<file path="config.mk">
export PLATFORM = sky130hd
export DESIGN_NAME = register_machine_execute
export DESIGN_NICKNAME = d
export VERILOG_FILES = /design/src/hdl/rme_pkg.sv /design/src/hdl/register_machine_execute.sv
export VERILOG_INCLUDE_DIRS = /design/src /design/src/hdl
export SDC_FILE = /design/constraint.sdc
export NUM_CORES = 1
export LEC_CHECK = 0
export BUFFER_PORTS_ARGS = -buffer_cell sky130_fd_sc_hd__buf_2
export CAP_MARGIN = 20
export CORE_UTILIZATION = 62
export DETAILED_ROUTE_END_ITERATION = 8
export PLACE_DENSITY_LB_ADDON = 0.05
export SYNTH_ARGS = -nofsm -noshare
export SYNTH_HDL_FRONTEND = slang
export SYNTH_SLANG_ARGS = --single-unit
</file>
<file path="constraint.sdc">
create_clock -name aclk -period 8.45 [get_ports aclk]
set_input_delay 0.4225 -clock aclk [delete_from_list [all_inputs] [get_ports aclk]]
set_output_delay 0.4225 -clock aclk [all_outputs]
set_load 0.01 [all_outputs]
</file>
<file path="src/hdl/register_machine_execute_macros.svh">
// ----------------------------------------------------------------------------
// register machine execute: assertion macros
// shared helpers for concurrent checks clocked on aclk, held off in reset
// ----------------------------------------------------------------------------
`ifndef REGISTER_MACHINE_EXECUTE_MACROS_SVH
`define REGISTER_MACHINE_EXECUTE_MACROS_SVH

// same-cycle implication
`define RME_ASSERT_IMP(lbl, ante, cons, msg) \
    lbl: assert property (@(posedge aclk) disable iff (!aresetn) (ante) |-> (cons)) \
        else $error(msg);

// next-cycle implication
`define RME_ASSERT_NXT(lbl, ante, cons, msg) \
    lbl: assert property (@(posedge aclk) disable iff (!aresetn) (ante) |=> (cons)) \
        else $error(msg);

`endif

</file>
<file path="src/hdl/rme_pkg.sv">
// ----------------------------------------------------------------------------
// rme_pkg
// beat layouts, operation codes and error codes of the register machine
// execute block
// ----------------------------------------------------------------------------
package rme_pkg;

    localparam int IN_W  = 80;
    localparam int OUT_W = 56;

    localparam logic [3:0] K_ADD    = 4'd0;
    localparam logic [3:0] K_SUB    = 4'd1;
    localparam logic [3:0] K_MUL    = 4'd2;
    localparam logic [3:0] K_DIV    = 4'd3;
    localparam logic [3:0] K_DEC    = 4'd4;
    localparam logic [3:0] K_INC    = 4'd5;
    localparam logic [3:0] K_MOVIMM = 4'd6;
    localparam logic [3:0] K_COPY   = 4'd7;
    localparam logic [3:0] K_MARK   = 4'd8;
    localparam logic [3:0] K_JUMP   = 4'd9;
    localparam logic [3:0] K_JZ     = 4'd10;
    localparam logic [3:0] K_JPOINT = 4'd11;
    localparam logic [3:0] K_CMPLE  = 4'd12;
    localparam logic [3:0] K_READ   = 4'd13;

    localparam logic [1:0] ERR_OK    = 2'd0;
    localparam logic [1:0] ERR_DIVZ  = 2'd1;
    localparam logic [1:0] ERR_POINT = 2'd2;

    // first declared member sits in the highest bits
    typedef struct packed {
        logic [3:0]         pad;
        logic [15:0]        current_counter;
        logic [3:0]         point_index;
        logic [15:0]        jump_target;
        logic signed [31:0] immediate;
        logic [1:0]         src_reg;
        logic [1:0]         dest_reg;
        logic [3:0]         kind;
    } in_beat_t;

    typedef struct packed {
        logic [3:0]         pad;
        logic [1:0]         error;
        logic               zero_flag;
        logic signed [31:0] reg_value;
        logic               branch_taken;
        logic [15:0]        next_counter;
    } out_beat_t;

endpackage

</file>
<file path="src/hdl/register_machine_execute.sv">
`include "register_machine_execute_macros.svh"
// ----------------------------------------------------------------------------
// register_machine_execute
// executes one decoded instruction against NUM_REGS registers, a zero flag
// and a list of saved jump points, one result beat per instruction beat
// ----------------------------------------------------------------------------
// One instruction is in flight at a time; s_tready is high only while the
// sequencer is idle. Most kinds pass from idle through execute to finish;
// multiply adds a shift-and-add loop, divide adds absolute-value steps, a
// restoring loop and a quotient negate. Both loops run one bit per cycle
// through the single shared DATA_WIDTH + 1 bit adder. The FSM returns to idle
// before the next beat is taken. A finished result is held in the output
// register, so the next instruction may start while it waits, but a second
// result waits until the first is taken. Registers read as zero after reset;
// a saved point is only valid once marked.
module register_machine_execute #(
    parameter int NUM_REGS   = 4,
    parameter int MAX_POINTS = 16,
    parameter int DATA_WIDTH = 32
) (
    input  logic                      aclk,
    input  logic                      aresetn,
    input  logic                      s_tvalid,
    output logic                      s_tready,
    // kind, dest_reg, src_reg, immediate, jump_target, point_index,
    // current_counter, zero pad
    input  logic [rme_pkg::IN_W-1:0]  s_tdata,
    output logic                      m_tvalid,
    input  logic                      m_tready,
    // next_counter, branch_taken, reg_value, zero_flag, error, zero pad
    output logic [rme_pkg::OUT_W-1:0] m_tdata
);
    import rme_pkg::*;

    localparam int RIW  = $clog2(NUM_REGS);
    localparam int PAW  = (MAX_POINTS > 1) ? $clog2(MAX_POINTS) : 1;
    localparam int PCW  = $clog2(MAX_POINTS + 1);
    localparam int CW   = (DATA_WIDTH > 32) ? DATA_WIDTH : 32;
    localparam int CNTW = $clog2(DATA_WIDTH + 1);

    localparam logic [2:0] ST_IDLE = 3'd0;
    localparam logic [2:0] ST_EXEC = 3'd1;
    localparam logic [2:0] ST_MUL  = 3'd2;
    localparam logic [2:0] ST_ABSA = 3'd3;
    localparam logic [2:0] ST_ABSB = 3'd4;
    localparam logic [2:0] ST_DIV  = 3'd5;
    localparam logic [2:0] ST_NEGQ = 3'd6;
    localparam logic [2:0] ST_FIN  = 3'd7;

    in_beat_t  s_beat;
    in_beat_t  in_reg;
    out_beat_t out_reg;

    logic [2:0]            state_reg;
    logic [RIW-1:0]        d_idx, s_idx, d_idx_reg;
    logic [DATA_WIDTH-1:0] rf_mem [NUM_REGS];
    logic [NUM_REGS-1:0]   rf_vld_reg;
    logic [15:0]           pt_mem [MAX_POINTS];
    logic [15:0]           pt_rd_reg;
    logic [PCW-1:0]        pcount_reg;
    logic                  zero_reg;

    logic [DATA_WIDTH-1:0] a_raw_reg, b_raw_reg, a_op, b_op;
    logic                  a_vld_reg, b_vld_reg;
    logic [DATA_WIDTH-1:0] acc_reg, x_reg, y_reg;
    logic [CNTW-1:0]       cnt_reg;
    logic                  neg_q_reg;
    logic                  wr_en_reg;
    logic [1:0]            err_reg;
    logic [15:0]           next_reg;
    logic                  taken_reg;
    logic                  m_tvalid_reg;

    logic [DATA_WIDTH:0]   add_x, add_y, add_sum, div_shift;
    logic                  add_sub;
    logic signed [CW-1:0]  imm_ext, a_ext, acc_ext;
    logic                  accept, load_out, pt_we, pt_room, pt_hit;

    assign s_beat   = in_beat_t'(s_tdata);
    assign s_tready = (state_reg == ST_IDLE);
    assign accept   = s_tvalid && s_tready;
    assign load_out = (state_reg == ST_FIN) && (!m_tvalid_reg || m_tready);
    assign m_tvalid = m_tvalid_reg;
    assign m_tdata  = OUT_W'(out_reg);

    // register index wraps modulo the register count
    always_comb begin
        if (32'(s_beat.dest_reg) >= NUM_REGS) begin
            d_idx = RIW'(32'(s_beat.dest_reg) - NUM_REGS);
        end else begin
            d_idx = RIW'(s_beat.dest_reg);
        end
        if (32'(s_beat.src_reg) >= NUM_REGS) begin
            s_idx = RIW'(32'(s_beat.src_reg) - NUM_REGS);
        end else begin
            s_idx = RIW'(s_beat.src_reg);
        end
    end

    assign a_op    = a_vld_reg ? a_raw_reg : '0;
    assign b_op    = b_vld_reg ? b_raw_reg : '0;
    assign imm_ext = CW'(in_reg.immediate);
    assign a_ext   = CW'(signed'(a_op));
    assign acc_ext = CW'(signed'(acc_reg));
    assign pt_room = 32'(pcount_reg) < MAX_POINTS;
    assign pt_hit  = (32'(in_reg.point_index) < 32'(pcount_reg))
                  && (32'(in_reg.point_index) < MAX_POINTS);
    assign pt_we   = (state_reg == ST_EXEC) && (in_reg.kind == K_MARK) && pt_room;
    assign div_shift = {acc_reg, x_reg[DATA_WIDTH-1]};

    // shared adder operand select
    always_comb begin
        add_x   = '0;
        add_y   = '0;
        add_sub = 1'b0;
        unique case (state_reg)
            ST_EXEC: begin
                add_x   = {1'b0, a_op};
                add_y   = {1'b0, b_op};
                add_sub = (in_reg.kind == K_SUB) || (in_reg.kind == K_DEC);
                if ((in_reg.kind == K_DEC) || (in_reg.kind == K_INC)) begin
                    add_y = (DATA_WIDTH + 1)'(1);
                end
            end
            ST_MUL: begin
                add_x = {1'b0, acc_reg};
                add_y = {1'b0, x_reg};
            end
            ST_ABSA: begin
                add_y   = {1'b0, x_reg};
                add_sub = 1'b1;
            end
            ST_ABSB: begin
                add_y   = {1'b0, y_reg};
                add_sub = 1'b1;
            end
            ST_DIV: begin
                add_x   = div_shift;
                add_y   = {1'b0, y_reg};
                add_sub = 1'b1;
            end
            ST_NEGQ: begin
                add_y   = {1'b0, x_reg};
                add_sub = 1'b1;
            end
            default: begin
                add_sub = 1'b0;
            end
        endcase
    end

    assign add_sum = add_x + (add_sub ? ~add_y : add_y) + (DATA_WIDTH + 1)'(add_sub);

    // register file and point list
    always_ff @(posedge aclk) begin
        if (accept) begin
            a_raw_reg <= rf_mem[d_idx];
            b_raw_reg <= rf_mem[s_idx];
        end
        if (load_out && wr_en_reg) begin
            rf_mem[d_idx_reg] <= acc_reg;
        end
    end

    always_ff @(posedge aclk) begin
        if (accept) begin
            pt_rd_reg <= pt_mem[PAW'(s_beat.point_index)];
        end
        if (pt_we) begin
            pt_mem[PAW'(pcount_reg)] <= in_reg.current_counter;
        end
    end

    // control
    always_ff @(posedge aclk) begin
        if (!aresetn) begin
            state_reg    <= ST_IDLE;
            rf_vld_reg   <= '0;
            pcount_reg   <= '0;
            zero_reg     <= 1'b0;
            m_tvalid_reg <= 1'b0;
        end else begin
            if (load_out) begin
                m_tvalid_reg <= 1'b1;
            end else if (m_tready) begin
                m_tvalid_reg <= 1'b0;
            end
            if (load_out && wr_en_reg) begin
                rf_vld_reg[d_idx_reg] <= 1'b1;
            end
            if (pt_we) begin
                pcount_reg <= pcount_reg + PCW'(1);
            end
            unique case (state_reg)
                ST_IDLE: begin
                    if (accept) begin
                        state_reg <= ST_EXEC;
                    end
                end
                ST_EXEC: begin
                    state_reg <= ST_FIN;
                    case (in_reg.kind) inside
                        K_ADD, K_SUB, K_DEC: begin
                            zero_reg <= (add_sum[DATA_WIDTH-1:0] == '0);
                        end
                        K_MUL: begin
                            state_reg <= ST_MUL;
                        end
                        K_DIV: begin
                            if (b_op != '0) begin
                                state_reg <= ST_ABSA;
                            end
                        end
                        K_CMPLE: begin
                            zero_reg <= (a_ext <= imm_ext);
                        end
                        default: begin
                            zero_reg <= zero_reg;
                        end
                    endcase
                end
                ST_MUL: begin
                    if (cnt_reg == CNTW'(1)) begin
                        state_reg <= ST_FIN;
                    end
                end
                ST_ABSA: begin
                    state_reg <= ST_ABSB;
                end
                ST_ABSB: begin
                    state_reg <= ST_DIV;
                end
                ST_DIV: begin
                    if (cnt_reg == CNTW'(1)) begin
                        state_reg <= ST_NEGQ;
                    end
                end
                ST_NEGQ: begin
                    state_reg <= ST_FIN;
                end
                ST_FIN: begin
                    if (load_out) begin
                        state_reg <= ST_IDLE;
                    end
                end
                default: begin
                    state_reg <= ST_IDLE;
                end
            endcase
        end
    end

    // datapath
    always_ff @(posedge aclk) begin
        if (accept) begin
            in_reg    <= s_beat;
            d_idx_reg <= d_idx;
            a_vld_reg <= rf_vld_reg[d_idx];
            b_vld_reg <= rf_vld_reg[s_idx];
        end
        unique case (state_reg)
            ST_EXEC: begin
                acc_reg   <= a_op;
                wr_en_reg <= 1'b0;
                err_reg   <= ERR_OK;
                next_reg  <= in_reg.current_counter;
                taken_reg <= 1'b0;
                x_reg     <= a_op;
                y_reg     <= b_op;
                cnt_reg   <= CNTW'(DATA_WIDTH);
                neg_q_reg <= a_op[DATA_WIDTH-1] ^ b_op[DATA_WIDTH-1];
                case (in_reg.kind) inside
                    K_ADD, K_SUB, K_DEC, K_INC: begin
                        acc_reg   <= add_sum[DATA_WIDTH-1:0];
                        wr_en_reg <= 1'b1;
                    end
                    K_MUL: begin
                        acc_reg   <= '0;
                        wr_en_reg <= 1'b1;
                    end
                    K_DIV: begin
                        if (b_op == '0) begin
                            err_reg <= ERR_DIVZ;
                        end else begin
                            acc_reg   <= '0;
                            wr_en_reg <= 1'b1;
                        end
                    end
                    K_MOVIMM: begin
                        acc_reg   <= imm_ext[DATA_WIDTH-1:0];
                        wr_en_reg <= 1'b1;
                    end
                    K_COPY: begin
                        acc_reg   <= b_op;
                        wr_en_reg <= 1'b1;
                    end
                    K_MARK: begin
                        if (!pt_room) begin
                            err_reg <= ERR_POINT;
                        end
                    end
                    K_JUMP: begin
                        next_reg  <= in_reg.jump_target;
                        taken_reg <= 1'b1;
                    end
                    K_JZ: begin
                        if (zero_reg) begin
                            next_reg  <= in_reg.jump_target;
                            taken_reg <= 1'b1;
                        end
                    end
                    K_JPOINT: begin
                        if (pt_hit) begin
                            next_reg  <= pt_rd_reg;
                            taken_reg <= 1'b1;
                        end else begin
                            err_reg <= ERR_POINT;
                        end
                    end
                    default: begin
                        wr_en_reg <= 1'b0;
                    end
                endcase
            end
            ST_MUL: begin
                if (y_reg[0]) begin
                    acc_reg <= add_sum[DATA_WIDTH-1:0];
                end
                x_reg   <= x_reg << 1;
                y_reg   <= y_reg >> 1;
                cnt_reg <= cnt_reg - CNTW'(1);
            end
            ST_ABSA: begin
                if (x_reg[DATA_WIDTH-1]) begin
                    x_reg <= add_sum[DATA_WIDTH-1:0];
                end
            end
            ST_ABSB: begin
                if (y_reg[DATA_WIDTH-1]) begin
                    y_reg <= add_sum[DATA_WIDTH-1:0];
                end
            end
            ST_DIV: begin
                // restoring step, quotient bits shift into x
                if (!add_sum[DATA_WIDTH]) begin
                    acc_reg <= add_sum[DATA_WIDTH-1:0];
                end else begin
                    acc_reg <= div_shift[DATA_WIDTH-1:0];
                end
                x_reg   <= {x_reg[DATA_WIDTH-2:0], ~add_sum[DATA_WIDTH]};
                cnt_reg <= cnt_reg - CNTW'(1);
            end
            ST_NEGQ: begin
                acc_reg <= neg_q_reg ? add_sum[DATA_WIDTH-1:0] : x_reg;
            end
            default: begin
                cnt_reg <= cnt_reg;
            end
        endcase
        if (load_out) begin
            out_reg.pad          <= '0;
            out_reg.error        <= err_reg;
            out_reg.zero_flag    <= zero_reg;
            out_reg.reg_value    <= acc_ext[31:0];
            out_reg.branch_taken <= taken_reg;
            out_reg.next_counter <= next_reg;
        end
    end

    `RME_ASSERT_NXT(a_accept_leaves_idle, accept, state_reg != ST_IDLE,
        "accepted beat did not start the sequencer")
    `RME_ASSERT_IMP(a_no_overwrite, load_out, !m_tvalid_reg || m_tready,
        "result loaded over a beat not yet taken")
    `RME_ASSERT_IMP(a_count_live, (state_reg == ST_MUL) || (state_reg == ST_DIV),
        cnt_reg != '0, "bit counter ran out inside a serial loop")
    `RME_ASSERT_IMP(a_points_bound, 1'b1, 32'(pcount_reg) <= MAX_POINTS,
        "point count beyond capacity")

endmodule

</file>
==> impl_metrics.py <==
metrics = {
    "sta": {
        "finalSetupViolCount": 0,
        "fin_crit_sh": 0.7838,
        "skew_ps": 29.12,
        "setup_tns_ps": 0,
        "fin_crit_ps": 6623,
        "rsz0062_at_grt": "false",
        "timing.fmax_mhz": 151.0,
        "slew_viol_final": 0,
        "timing.slew.headroom": 0.1493,
        "worstMarginPinSlew_ps": 1271,
        "finalHoldViolCount": 0,
    },
    "cts": {
        "insertion_delay_ps": 650,
        "postCtsSetupRepairBufs": 0,
        "clock_path_buffers": 3,
        "cts_tree": "yes",
        "numCtsBuffers": 74,
        "cts.sinks": 729,
        "cts-htree-levels": 3,
        "clockRootBuffer": "clkbuf_16",
        "cts_hold_buf": 67,
        "cts_resized": 0,
        "cts.reportedPaths.clkPinSlew_ps": 60,
    },
    "floorplan": {
        "dieArea_sq_um": 56450,
        "row_count": 85,
        "start_util": 0.6332,
        "die_x_um": 237.6,
        "die_h_um": 237.6,
        "io_pins": 142,
        "core_area_sq_um": 54350,
    },
    "drt": {
        "ant_nets": 0,
        "dr.pass1.iters": 6,
        "wirelength_um": 96350,
        "drc": 0,
        "first_iter_violations": 3113,
        "viasPerCell": 6.891,
        "wire_per_inst_um": 28.28,
        "via_count": 23480,
    },
    "critical_path": {
        "cp-startpoint": "in_reg[1]$_DFFE_PP_",
        "max_stage_delay_ps": 800,
        "endpoint_kind": "flip-flop",
        "critPathRequiredTime_ps": 9020,
        "path_cells": "or2_1, buf_4, o21ai_1, nand2_2, xnor2_1, inv_1, fa_1, nor2b_1, o311ai_2, a2111oi_0, nor2_1, a211o_1, xor2_1, nor4bb_1, nand4_1, nor4_1, a41o_1",
        "r2r-start": "in_reg[1]$_DFFE_PP_",
        "cp-start-kind": "flip-flop",
        "rr_worst_depth": 17,
        "cp_max_fo": 33,
        "r2r_end": "zero_reg$_SDFFE_PN0P_",
        "cp_slowest_cell": "a2111oi_0",
        "r2r_setup_slack_ps": 1830,
        "crit_type": "flip-flop to flip-flop",
        "critPathArrivalTime_ps": 7190,
    },
    "logic_synthesis": {
        "syn_area_per_cell_sq_um": 14.15,
        "synth-main-ff-cell": "edfxtp_1",
        "syn_inst": 2432,
        "synthArstFlopShare": 0,
        "synth_area_sq_um": 34410,
        "yosys_warnings": 0,
        "ys_ff_latch": 729,
        "synth_cell_types": 89,
        "yosysSeqAreaShare": 0.6321,
        "synth_edf_count": 715,
    },
    "finish": {
        "largest_register_ffs": 256,
        "layout_common_cells": "edfxtp_1 (715), nand2_1 (178), nor2_1 (147)",
        "regMostFlops": "pt_mem",
        "drive_above_1_share": 0.1840,
        "fin_nets": 2766,
        "layout_commonest_cell": "edfxtp_1",
        "n_antenna_cell": 0,
        "synthToLayoutAreaGrowth_pct": 13.93,
    },
    "placement": {
        "hpwl_um": 61910,
        "io_buffers": 133,
        "routabilityCongestion": 0.9562,
    },
    "power_and_ir_drop": {
        "p_per_area_nw_per_um2": 357.8,
        "p_leak_uw": 0.01359,
        "ir_drop_uv": 309.7,
        "design_power_total_uw": 14030,
    },
    "global_route": {
        "grt_pass1_vias": 23080,
        "grt_max_degree": 78,
        "grt_first_pass_wirelength_um": 144300,
        "grtUsageTotal": 0.3476,
        "antenna_found_initial": 1,
        "grt_remaining_overflow": 0,
    },
    "hold_path": {
        "min_path_type": "primary input to flip-flop",
        "worst_hold_path.endpoint": "imm_ext[31]$_DFFE_PP_",
        "whs_path_depth": 1,
        "min-delay-start": "s_tdata[39]",
    },
    "job": {
        "cap_violations": 0,
    },
    "run_status": {
        "outcome": "finished clean",
    },
}
stage by stage:
| stage | hold slack, ps | worst slack (ps) | utilization | instance area [sq um] | cells |
|---|---|---|---|---|---|
| after CTS | 8.162 | 1990 | 0.7214 | 39210 | 3407 |
| after detailed placement | 405.2 | 2048 | 0.6614 | 35940 | 3205 |
| after global routing | 6.433 | 1467 | 0.7214 | 39210 | 3407 |
| after global placement | 401.6 | 2155 | 0.6609 | 35910 | 3204 |
| after floorplan | 400.3 | 2022 | - | 34420 | 2435 |
| final | 36.88 | 1827 | 0.7214 | 39210 | 3407 |
per-layer routing:
layer | global-route usage | wire [um] | vias to the layer above
met5 | 0 | 11 | -
met4 | 0.1576 | 4563 | 2
met3 | 0.06016 | 9379 | 312
met2 | 0.5527 | 45800 | 1536
met1 | 0.4751 | 36600 | 11660
li1 | - | - | 9965
power breakdown:
part	switching [uW]	internal, uW
logic	3330	1620
clock network	1440	2020
registers	662	4960
total	5430	8600
cells by family after synthesis:
group           share of synthesized area
compound gates                     0.1262
fa+ha+maj                         0.02676
simple gates                      0.07177
flops                              0.6321
mux                               0.09766
other cells                     0.0001090
xor+xnor                          0.01734
buf+inv                           0.02811
cell usage after synthesis (33+ instances only):
library cell	count	area, sq um
and2_1	33	206.5
clkbuf_1	121	454.2
nor2_1	149	559.3
mux4_2	146	3288
o21a_1	41	307.8
inv_1	84	315.3
o21ai_0	127	635.6
a21oi_1	146	730.7
nand2_1	179	671.9
a31oi_1	38	237.7
edfxtp_1	715	21470
nand3_1	44	220.2
o221ai_1	56	490.5
ha_1	72	900.9
xor2_1	46	402.9
worst max-delay path, delay by kind of cell (launching register included):
kind / cells / cell delay (ps)
buffers and inverters: 2 / 350
AO/OA/AOI/OAI: 5 / 1890
XOR/XNOR: 2 / 960
adder cells (fa/ha/maj): 1 / 440
AND/OR/NAND/NOR: 7 / 2280
flip-flops: 1 / 630
how the worst max path moves through the flow:
stage	end	slack (ps)	depth (start not counted)
after floorplan	rf_mem[2][0]$_DFFE_PP_	2020	5
after global placement	zero_reg$_SDFFE_PN0P_	2160	17
after detailed placement	zero_reg$_SDFFE_PN0P_	2050	17
after CTS	zero_reg$_SDFFE_PN0P_	1990	17
after global routing	zero_reg$_SDFFE_PN0P_	1470	17
final	zero_reg$_SDFFE_PN0P_	1830	17
area by class of cell:
cell class	instances	area [sq um]
sequential	729	21750
fill	3487	15140
multi-input combinational	1462	11800
clock buffer	90	1963
timing repair buffer	258	1819
tap	739	924.6
clock inverter	45	629.4
inverter	84	315.3
Power figures use the tool's default switching activity.
